<file path="src/hdl/dfe_pkg.sv">
// Shared types, constants and helpers for the decimal field extractor.
package dfe_pkg;

  localparam int MAX_AFFIX_LEN = 8;
  localparam int FREE_DIGITS   = 10;

  localparam logic [7:0]  CH_NUL   = 8'h00;
  localparam logic [7:0]  CH_MINUS = 8'h2d;
  localparam logic [7:0]  CH_ZERO  = 8'h30;
  localparam logic [7:0]  CH_NINE  = 8'h39;
  localparam logic [35:0] POS_MAX  = 36'h0_7fff_ffff;

  typedef enum logic [4:0] {
    PH_START  = 5'b00001,
    PH_PREFIX = 5'b00010,
    PH_SKIP   = 5'b00100,
    PH_FIELD  = 5'b01000,
    PH_DONE   = 5'b10000
  } phase_t;

  typedef enum logic [2:0] {
    REG_PREFIX_CHARS = 3'd0,
    REG_PREFIX_COUNT = 3'd1,
    REG_SUFFIX_CHARS = 3'd2,
    REG_SUFFIX_COUNT = 3'd3,
    REG_SKIP_COUNT   = 3'd4,
    REG_FIELD_LENGTH = 3'd5
  } cfg_reg_t;

  function automatic logic [3:0] affix_len(input logic [3:0] n);
    return (n > 4'(MAX_AFFIX_LEN)) ? 4'(MAX_AFFIX_LEN) : n;
  endfunction

  function automatic logic is_digit(input logic [7:0] c);
    return (c >= CH_ZERO) && (c <= CH_NINE);
  endfunction

  // Newest byte sits in the low byte of recent; text holds its first char low.
  function automatic logic win_match(input logic [63:0] recent, input logic [63:0] text,
                                     input logic [3:0] n);
    logic       hit;
    logic [3:0] age;
    hit = 1'b1;
    for (int i = 0; i < MAX_AFFIX_LEN; i++) begin
      age = n - 4'(i) - 4'd1;
      if (4'(i) < n) begin
        if (recent[8*age[2:0] +: 8] != text[8*i +: 8]) begin
          hit = 1'b0;
        end
      end
    end
    return hit;
  endfunction

endpackage

</file>
<file path="src/hdl/decimal_field_extractor.sv">
// Decimal field extractor: byte-serial prefix/skip/suffix signed integer parser.
//
//   channel  | handshake              | payload
//   ---------+------------------------+---------------------------
//   input    | in_valid / in_stall    | ch
//   result   | out_valid / out_stall  | ok, number
//   config   | cfg_valid / cfg_ready  | cfg_index, cfg_data
//
// One byte is taken per cycle while in_stall is low; the parse state updates in the cycle of the transfer.
// A zero byte loads the result register, seen on the next cycle.
// in_stall is raised only while a result waits and out_stall is high.
// cfg_ready is always high. Reset is synchronous and clears state, config and out_valid, but not ok or number.
module decimal_field_extractor (
  input  logic               clk,
  input  logic               rst,
  input  logic               in_valid,
  output logic               in_stall,
  input  logic [7:0]         ch,
  output logic               out_valid,
  input  logic               out_stall,
  output logic               ok,
  output logic signed [31:0] number,
  input  logic               cfg_valid,
  output logic               cfg_ready,
  input  logic [2:0]         cfg_index,
  input  logic [63:0]        cfg_data
);

  logic [63:0] prefix_chars;
  logic [3:0]  prefix_count;
  logic [63:0] suffix_chars;
  logic [3:0]  suffix_count;
  logic [7:0]  skip_count;
  logic [7:0]  field_length;

  dfe_pkg::phase_t phase, phase_next;
  logic [63:0] recent, recent_next;
  logic [3:0]  fill, fill_next;
  logic [7:0]  skip_left, skip_left_next;
  logic [7:0]  digits, digits_next;
  logic [31:0] accum, accum_next;
  logic        too_big, too_big_next;
  logic        neg, neg_next;
  logic        failed, failed_next;

  logic        in_xfer;
  logic        fire;
  logic        res_ok;
  logic [31:0] res_number;
  logic [3:0]  p_len;
  logic [3:0]  s_len;
  logic        tb_en;
  logic [7:0]  tb_byte;
  logic        dig_en;
  logic [3:0]  dig_val;
  logic [35:0] prod;
  logic        fl;
  logic        at_field;
  logic        bad_phase;

  assign cfg_ready = 1'b1;
  assign in_stall  = out_valid & out_stall;
  assign in_xfer   = in_valid & ~in_stall;

  always_ff @(posedge clk) begin
    if (rst) begin
      prefix_chars <= '0;
      prefix_count <= '0;
      suffix_chars <= '0;
      suffix_count <= '0;
      skip_count   <= '0;
      field_length <= '0;
    end else if (cfg_valid && cfg_ready) begin
      unique case (dfe_pkg::cfg_reg_t'(cfg_index))
        dfe_pkg::REG_PREFIX_CHARS: prefix_chars <= cfg_data;
        dfe_pkg::REG_PREFIX_COUNT: prefix_count <= cfg_data[3:0];
        dfe_pkg::REG_SUFFIX_CHARS: suffix_chars <= cfg_data;
        dfe_pkg::REG_SUFFIX_COUNT: suffix_count <= cfg_data[3:0];
        dfe_pkg::REG_SKIP_COUNT:   skip_count   <= cfg_data[7:0];
        dfe_pkg::REG_FIELD_LENGTH: field_length <= cfg_data[7:0];
        default: ;
      endcase
    end
  end

  always_comb begin
    p_len          = dfe_pkg::affix_len(prefix_count);
    s_len          = dfe_pkg::affix_len(suffix_count);
    phase_next     = phase;
    recent_next    = recent;
    fill_next      = fill;
    skip_left_next = skip_left;
    digits_next    = digits;
    accum_next     = accum;
    too_big_next   = too_big;
    neg_next       = neg;
    failed_next    = failed;
    fire           = 1'b0;
    res_ok         = 1'b0;
    res_number     = '0;
    tb_en          = 1'b0;
    tb_byte        = ch;
    dig_en         = 1'b0;
    dig_val        = '0;
    prod           = '0;
    fl             = failed;
    at_field       = (phase == dfe_pkg::PH_FIELD);
    bad_phase      = 1'b0;

    if (ch != dfe_pkg::CH_NUL) begin
      if (!(failed || phase == dfe_pkg::PH_DONE)) begin
        if (phase_next == dfe_pkg::PH_START) begin
          if (p_len == 4'd0) begin
            skip_left_next = skip_count;
            if (skip_count == 8'd0) begin
              recent_next  = '0;
              fill_next    = '0;
              digits_next  = '0;
              accum_next   = '0;
              too_big_next = 1'b0;
              neg_next     = 1'b0;
              phase_next   = dfe_pkg::PH_FIELD;
            end else begin
              phase_next = dfe_pkg::PH_SKIP;
            end
          end else begin
            recent_next = '0;
            fill_next   = '0;
            phase_next  = dfe_pkg::PH_PREFIX;
          end
        end

        if (phase_next == dfe_pkg::PH_PREFIX) begin
          recent_next = {recent_next[55:0], ch};
          if (fill_next < 4'(dfe_pkg::MAX_AFFIX_LEN)) begin
            fill_next = fill_next + 4'd1;
          end
          if (p_len == 4'd0 || (fill_next >= p_len &&
              dfe_pkg::win_match(recent_next, prefix_chars, p_len))) begin
            skip_left_next = skip_count;
            if (skip_count == 8'd0) begin
              recent_next  = '0;
              fill_next    = '0;
              digits_next  = '0;
              accum_next   = '0;
              too_big_next = 1'b0;
              neg_next     = 1'b0;
              phase_next   = dfe_pkg::PH_FIELD;
            end else begin
              phase_next = dfe_pkg::PH_SKIP;
            end
          end
        end else if (phase_next == dfe_pkg::PH_SKIP) begin
          if (skip_left_next != 8'd0) begin
            skip_left_next = skip_left_next - 8'd1;
          end
          if (skip_left_next == 8'd0) begin
            recent_next  = '0;
            fill_next    = '0;
            digits_next  = '0;
            accum_next   = '0;
            too_big_next = 1'b0;
            neg_next     = 1'b0;
            phase_next   = dfe_pkg::PH_FIELD;
          end
        end else if (phase_next == dfe_pkg::PH_FIELD) begin
          if (s_len != 4'd0) begin
            tb_en   = (fill_next >= s_len);
            tb_byte = recent_next[8*s_len - 8 +: 8];
          end else if (field_length != 8'd0) begin
            tb_en   = 1'b1;
            tb_byte = ch;
          end

          // bounded field byte
          if (tb_en) begin
            if (digits_next == 8'd0 && tb_byte == dfe_pkg::CH_MINUS) begin
              neg_next = 1'b1;
            end else if (!dfe_pkg::is_digit(tb_byte)) begin
              failed_next = 1'b1;
            end else begin
              dig_en  = 1'b1;
              dig_val = tb_byte[3:0];
            end
            if (digits_next != 8'hff) begin
              digits_next = digits_next + 8'd1;
            end
          end

          if (s_len != 4'd0) begin
            recent_next = {recent_next[55:0], ch};
            if (fill_next < s_len) begin
              fill_next = fill_next + 4'd1;
            end
            if (fill_next >= s_len && dfe_pkg::win_match(recent_next, suffix_chars, s_len)) begin
              if (digits_next == 8'd0) begin
                failed_next = 1'b1;
              end else begin
                phase_next = dfe_pkg::PH_DONE;
              end
            end
          end else if (field_length != 8'd0) begin
            if (digits_next >= field_length) begin
              phase_next = dfe_pkg::PH_DONE;
            end
          end else begin
            // free mode
            if (digits_next == 8'd0 && ch == dfe_pkg::CH_MINUS) begin
              neg_next    = 1'b1;
              digits_next = 8'd1;
            end else if (!dfe_pkg::is_digit(ch)) begin
              phase_next = dfe_pkg::PH_DONE;
            end else begin
              dig_en      = 1'b1;
              dig_val     = ch[3:0];
              digits_next = digits_next + 8'd1;
              if ((digits_next - {7'd0, neg_next}) >= 8'(dfe_pkg::FREE_DIGITS)) begin
                phase_next = dfe_pkg::PH_DONE;
              end
            end
          end
        end

        if (dig_en) begin
          prod = ({4'd0, accum_next} << 3) + ({4'd0, accum_next} << 1) + {32'd0, dig_val};
          if (prod > dfe_pkg::POS_MAX) begin
            too_big_next = 1'b1;
          end
          accum_next = prod[31:0];
        end
      end
    end else begin
      fire = 1'b1;
      if (phase == dfe_pkg::PH_START && !failed) begin
        if (p_len == 4'd0 && skip_count == 8'd0) begin
          at_field = 1'b1;
        end else begin
          fl = 1'b1;
        end
      end
      bad_phase = (phase == dfe_pkg::PH_PREFIX) || (phase == dfe_pkg::PH_SKIP) ||
                  (phase == dfe_pkg::PH_START && !at_field);
      res_ok = !fl && !bad_phase &&
               !(at_field && (s_len != 4'd0 || field_length != 8'd0)) &&
               !(too_big && !neg);
      if (res_ok) begin
        res_number = neg ? (32'd0 - accum) : accum;
      end
      phase_next     = dfe_pkg::PH_START;
      recent_next    = '0;
      fill_next      = '0;
      skip_left_next = '0;
      digits_next    = '0;
      accum_next     = '0;
      too_big_next   = 1'b0;
      neg_next       = 1'b0;
      failed_next    = 1'b0;
    end
  end

  always_ff @(posedge clk) begin
    if (rst) begin
      phase     <= dfe_pkg::PH_START;
      recent    <= '0;
      fill      <= '0;
      skip_left <= '0;
      digits    <= '0;
      accum     <= '0;
      too_big   <= 1'b0;
      neg       <= 1'b0;
      failed    <= 1'b0;
      out_valid <= 1'b0;
    end else begin
      if (in_xfer) begin
        phase     <= phase_next;
        recent    <= recent_next;
        fill      <= fill_next;
        skip_left <= skip_left_next;
        digits    <= digits_next;
        accum     <= accum_next;
        too_big   <= too_big_next;
        neg       <= neg_next;
        failed    <= failed_next;
      end
      if (in_xfer && fire) begin
        out_valid <= 1'b1;
      end else if (!out_stall) begin
        out_valid <= 1'b0;
      end
    end
  end

  always_ff @(posedge clk) begin
    if (in_xfer && fire) begin
      ok     <= res_ok;
      number <= res_number;
    end
  end

endmodule

</file>
<file path="config.mk">
export PLATFORM = sky130hd
export DESIGN_NAME = decimal_field_extractor
export DESIGN_NICKNAME = d
export VERILOG_FILES = /design/src/hdl/dfe_pkg.sv /design/src/hdl/decimal_field_extractor.sv
export SDC_FILE = /design/constraint.sdc
export NUM_CORES = 2
export LEC_CHECK = 0
export ABC_AREA = 1
export BUFFER_PORTS_ARGS = -buffer_cell sky130_fd_sc_hd__buf_2
export CAP_MARGIN = 40
export CORE_MARGIN = 5
export CORE_UTILIZATION = 35
export CTS_BUF_LIST = sky130_fd_sc_hd__clkbuf_4 sky130_fd_sc_hd__clkbuf_8 sky130_fd_sc_hd__clkbuf_16
export DETAILED_ROUTE_END_ITERATION = 8
export MAX_ROUTING_LAYER = met4
export PLACE_DENSITY = 0.57
export SYNTH_ARGS = -nofsm -noshare
export SYNTH_HDL_FRONTEND = slang
export SYNTH_SLANG_ARGS = --single-unit
</file>
<file path="constraint.sdc">
create_clock -name clk -period 23.7 [get_ports clk]
set_input_delay 2.37 -clock clk [delete_from_list [all_inputs] [get_ports clk]]
set_output_delay 2.37 -clock clk [all_outputs]
set_load 0.005 [all_outputs]
</file>
After elaboration in Yosys (flattened, before gate mapping)

Index checks and enable logic that the tools add are counted.

Output and inout bits: 36
Bits in registers: 310
Word-level logic and storage cells: 451
Input port bits: 80

Muxes and demuxes: 262
$lt $le $gt $ge: 30
Equal/unequal tests: 37
Reductions and logical operators: 46
Add/subtract/negate cells: 37
Bitwise gates (word level): 4
Shift operators: 17

Operators with widths:

| kind                  | number |
|---|---|
| $shiftx 64x7->8       | 16 |
| $mux 64               | 14 |
| $mux 32               | 14 |
| $mux 8                | 44 |
| $mux 4                | 40 |
| $mux 1                | 131 |
| $ne 8x8->1            | 16 |
| $mux 5                | 19 |
| $shiftx 64x33->8      | 1 |
| $sub 3x1->3 const B   | 16 |
| $add 35x33->36        | 1 |
| $add 36x4->36         | 1 |
| $gt 36x31->1 const B  | 1 |
| $logic_not 8->1       | 4 |
| $lt 3x4->1 const A    | 8 |
| $sub 1x32->32 const A | 1 |
| $reduce_bool 8->1     | 3 |
| $sub 3x3->3 const B   | 8 |
| $add 8x1->8 const B   | 2 |
| $eq 8x6->1 const B    | 2 |
| $ge 8x6->1 const B    | 2 |
| $le 8x6->1 const B    | 2 |
| $lt 1x4->1 const A    | 4 |
| $lt 2x4->1 const A    | 4 |
| 33 further kinds      | 79 |

Depth between registers and ports, before layout

Depth in word-level cells: 51
Gate-level depth with buffers: 61
Gate-level depth less buffers: 53

Least setup slack after synthesis

OpenSTA, ideal clock, no wires.

Path type: reg-to-reg
Start: register prefix_count[3]
End: register accum[28]
Setup slack: 15.759 ns
Arrival time: 7.871 ns
Period minus slack after synthesis: 7.941 ns
Library setup time: 0.070 ns
Path buffers: 8
Stages on the path, launching flop included: 58
Cells stage by stage: dfxtp_1 inv_1 a21oi_1 nor2_1 inv_1 buf_2 ha_1 nand2_4 inv_2 o21ai_2 nand2_4 buf_6 buf_6 buf_8 buf_12 buf_8 buf_6 nand2_1 [22 not listed] ha_1 inv_1 fa_1 nand3b_1 nand2_1 a21oi_1 o21ai_0 a21boi_0 o21ai_0 a21oi_1 o21ai_0 a21boi_0 o21bai_1 nand2_1 nand2_1 xor2_1 o211ai_1 a21oi_1

Longest elaborated chain between the ends: 45
Elaborated cells on any way between the ends: 175
Classes of those cells: add/sub: 19; order compare: 14; eq/ne: 13; shift: 9; mux: 110; reduce/logical: 10

RTL lines:

| item                   | line                                                           | text |
|---|---|---|
| start, declared        | decimal_field_extractor.sv:30                                  | `logic [3:0] prefix_count;` |
| start signal, assigned | decimal_field_extractor.sv:76                                  | `dfe_pkg::REG_PREFIX_COUNT: prefix_count <= cfg_data[3:0];` |
| $gt 4x4->1             | dfe_pkg.sv:31                                                  | `return (n > 4'(MAX_AFFIX_LEN)) ? 4'(MAX_AFFIX_LEN) : n;` |
| $mux 4 *               | dfe_pkg.sv:31                                                  |  |
| $logic_not 4->1        | decimal_field_extractor.sv:113, decimal_field_extractor.sv:138 |  |
| $mux 64                | decimal_field_extractor.sv:113                                 | `if (p_len == 4'd0) begin` |
| $mux 64                | decimal_field_extractor.sv:112                                 | `if (phase_next == dfe_pkg::PH_START) begin` |
| $mux 64                | decimal_field_extractor.sv:111                                 | `if (!(failed \|\| phase == dfe_pkg::PH_DONE)) begin` |
| $mux 64                | decimal_field_extractor.sv:110                                 | `if (ch != dfe_pkg::CH_NUL) begin` |
| $shiftx 64x7->8        | dfe_pkg.sv:47                                                  | `if (recent[8*age[2:0] +: 8] != text[8*i +: 8]) begin` |
| [29 not listed]        | n/a                                                            |  |
| $mux 32                | decimal_field_extractor.sv:133                                 | `if (phase_next == dfe_pkg::PH_PREFIX) begin` |
| $mux 32                | decimal_field_extractor.sv:111                                 |  |
| $mux 32                | decimal_field_extractor.sv:110                                 |  |
| $add 35x33->36         | decimal_field_extractor.sv:225                                 | `prod = ({4'd0, accum_next} << 3) + ({4'd0, accum_next} << 1) + {32'd0, dig_val};` |
| $add 36x4->36          | decimal_field_extractor.sv:225                                 |  |
| $mux 32 *              | decimal_field_extractor.sv:224                                 | `if (dig_en) begin` |
| $mux 32 *              | decimal_field_extractor.sv:111                                 |  |
| $mux 32 *              | decimal_field_extractor.sv:110                                 |  |
| end signal, assigned   | decimal_field_extractor.sv:280                                 | `accum <= accum_next;` |
| end, declared          | decimal_field_extractor.sv:41                                  | `logic [31:0] accum, accum_next;` |

Every way passes the cells marked *; elsewhere a longest branch is shown, timed or not. The select of a mux whose other input is x is not followed.
A chain may end at the register's enable or synchronous reset.

Worst setup path after layout

Same ends and word-level chain as after synthesis.

==> flow_summary_export.csv <==
group,metric,value,unit
timing,clock_skew,25.23,ps
hold_path,hp-start,"skip_left[4]",
worst_setup_path,worstPathMaxFanout,120,
hold_path,whs_endpoint,"skip_left[4]",
clock_tree,clk-insertion-delay-late,600,ps
timing,hold_viol,0,
grt,gr-total-overflow,0,
drt,via_count,29350,
floorplanning,initial_core_util,0.3539,
timing,worst_slew_pin_slew,953.8,ps
yosys,syn_area,25910,µm²
timing,rsz0062_at_grt,"no",
placed_design,hpwl,84560,µm
cells_and_area,area_growth,10.51,%
worst_setup_path,r2r_cells,47,
cells_and_area,final_core_util,0.3911,
clock_tree,clock_sinks,310,
timing,fmax,0.1058,GHz
drt,drc,0,
grt,antenna_found_initial,4,
worst_setup_path,rrSetupSlack,14250,ps
clock_tree,cts_tree,"built",
clock_tree,htreeDepth,2,
drt,drt_iter0_markers,3146,
clock_tree,hold_buffers,0,
floorplanning,die_w,282.1,µm
floorplanning,core_area,73210,µm²
worst_setup_path,reg2reg_from,"prefix_count[3]",
timing,tns,0,ps
yosys,yosysSeqAreaShare,0.2523,
power_and_ir_drop,peakVddDrop,66.16,µV
yosys,synth_seq_cells,310,
yosys,synth_nets,4425,
yosys,synthFlopType,"dfxtp_1",
hold_path,worstHoldPathCells,2,
grt,grtUsageTotal,0.2798,
power_and_ir_drop,p_leak,12.74,nW
timing,period_share,0.3986,
timing,setup_viol_count_final,0,
drt,post_drt_via_cell_ratio,5.654,
clock_tree,cts_buffers,41,
yosys,yosysTopAreaCell,"dfxtp_1",
grt,grt_max_degree,121,
yosys,yosysTopAreaCellShare,0.2141,
drt,wire_per_inst,21.71,µm
timing,hold_ws,465.6,ps
yosys,avgSynthCellArea,6.113,µm²
drt,wl,112700,µm
clock_tree,clk_path_buf_depth,3,
power_and_ir_drop,p_per_area,72.41,nW/µm²
worst_setup_path,regToRegEndpoint,"accum[28]",
timing,min_period,9448,ps
cells_and_area,layout_common_cells,"nand2_1 (1,065), nand3_1 (611), o21ai_0 (360), a21oi_1 (353), inv_1 (327)",
placed_design,port_buffers,114,
timing,final_max_slew_viol_count,0,
placed_design,routabilityCongestion,1.043,
worst_setup_path,worst_ep_required_time,24220,ps
yosys,ys_async_sr_fraction,0,
outcome,outcome,"completed",
yosys,yosys-top-cells-area,"dfxtp_1 (21%), nand2_1 (15%), nand3_1 (12%)",
run,maxCapViolCount,0,
cells_and_area,n_fill_cell,8041,
yosys,synth_edf_count,33,
yosys,ys_types,60,
worst_setup_path,cp_slowest_stage_delay,470,ps
worst_setup_path,cp-end-kind,"flop",
clock_tree,cts.clk_slew.worst_paths,60,ps
clock_tree,cts_resized,0,
timing,slew_headroom,0.3574,
clock_tree,cts_setup_buffers,0,
grt,grt_pass1_wl,165700,µm
clock_tree,cts_root_buffer,"clkbuf_16",
worst_setup_path,start_kind,"flop",
floorplanning,ios,116,
grt,grt_pass1_vias,25720,
floorplanning,die_h,282.1,µm
floorplanning,dieArea,79560,µm²
worst_setup_path,slowest_stage,"nand2_8",
yosys,postSynthCellCount,4238,
hold_path,hold_class,"flop to flop",
cells_and_area,fin_nets,4386,
worst_setup_path,crit_path_frequent_cell,"nand2_1",
yosys,yosysWarnings,0,
worst_setup_path,crit_type,"flop to flop",
floorplanning,row_count,99,
worst_setup_path,crit_arrival,9970,ps
worst_setup_path,crit_start,"prefix_count[3]",
cells_and_area,final_common_cell,"nand2_1",
drt,final_antenna_net_count,0,
drt,first_pass_iters,6,
cells_and_area,drive_above_1_share,0.07780,
## kinds of logic (layout without fill, tap and decap cells)
family | after synthesis | after routing | synth area share
mux | 10 | 10 | 0.003864
other cells | 1 | 4 | 0.0001448
fa+ha+maj | 107 | 107 | 0.05226
compound gates | 996 | 996 | 0.2144
buf+inv | 601 | 592 | 0.09413
flops | 310 | 310 | 0.2523
xor+xnor | 76 | 76 | 0.02569
simple gates | 2137 | 2137 | 0.3572
## per-layer routing
layer | GRT usage | vias up | part of all wire
met2 | 0.4194 | 1225 | 0.43
li1 | - | 14310 | -
met4 | 0.1048 | 0 | 0.045
met3 | 0.04440 | 205 | 0.085
met5 | - | - | 0
met1 | 0.3811 | 13620 | 0.44
## critical path: cells and delay by family (launching register included)
| family | cells | cell delay [ps] |
|---|---|---|
| flops | 1 | 390 |
| fa+ha+maj | 5 | 1780 |
| compound gates | 14 | 2750 |
| buf+inv | 6 | 1050 |
| xor+xnor | 2 | 330 |
| simple gates | 20 | 3000 |
## layout make-up
type,count,area (µm²),area share
multi-input cells,3327,17020,0.5943
flip-flops and latches,310,6536,0.2283
inverters,349,1315,0.04593
well taps,959,1200,0.04191
clock buffers,52,1181,0.04125
repair buffers,170,1124,0.03924
clock inverters,21,251.5,0.008784
diodes,3,7.507,0.0002622
## state kept, by name, indices dropped and copies added (netlist names), 4 cells and up
| register | cells |
|---|---|
| prefix_count | 4 |
| digits | 8 |
| field_length | 8 |
| skip_count | 8 |
| accum | 32 |
| recent | 64 |
| prefix_chars | 64 |
| phase | 5 |
| suffix_count | 4 |
| fill | 4 |
| number | 32 |
| suffix_chars | 64 |
| skip_left | 8 |
## Yosys cell counts (42+ instances only)
cell,count
o21ai_0,360
nor2_1,300
clkbuf_1,163
o21ai_1,80
buf_2,42
ha_1,105
a21oi_1,353
nand3_1,612
inv_1,329
dfxtp_1,277
nand2_1,1066
o211ai_1,136
xor2_1,50
## where the power goes
| group | leakage (nW) | internal, mW | total [mW] | switching (mW) |
|---|---|---|---|---|
| combinational | 9.49 | 0.221 | 0.800 | 0.579 |
| sequential | 2.54 | 0.557 | 0.596 | 0.0391 |
| clock | 0.709 | 0.407 | 0.677 | 0.270 |
| total | 12.7 | 1.19 | 2.07 | 0.888 |
## metrics by stage
stage | cell area [µm²] | total power, mW | setup WS [ps] | cells
floorplan | 25910 | 1.160 | 15760 | 4238
global placement | 26960 | 1.371 | 14450 | 5102
detailed placement | 27190 | 1.388 | 14470 | 5115
CTS | 28620 | 2.070 | 14440 | 5188
global route | 28630 | 2.180 | 13530 | 5190
finish | 28630 | 2.073 | 14250 | 5191
## how the worst max path moves through the flow
stage,endpoint,slack (ps)
global placement,accum[28],14450
CTS,accum[28],14440
detailed placement,accum[28],14470
finish,accum[28],14250
floorplan,accum[28],15760
global route,accum[28],13530
Power figures use the tool's default switching activity.
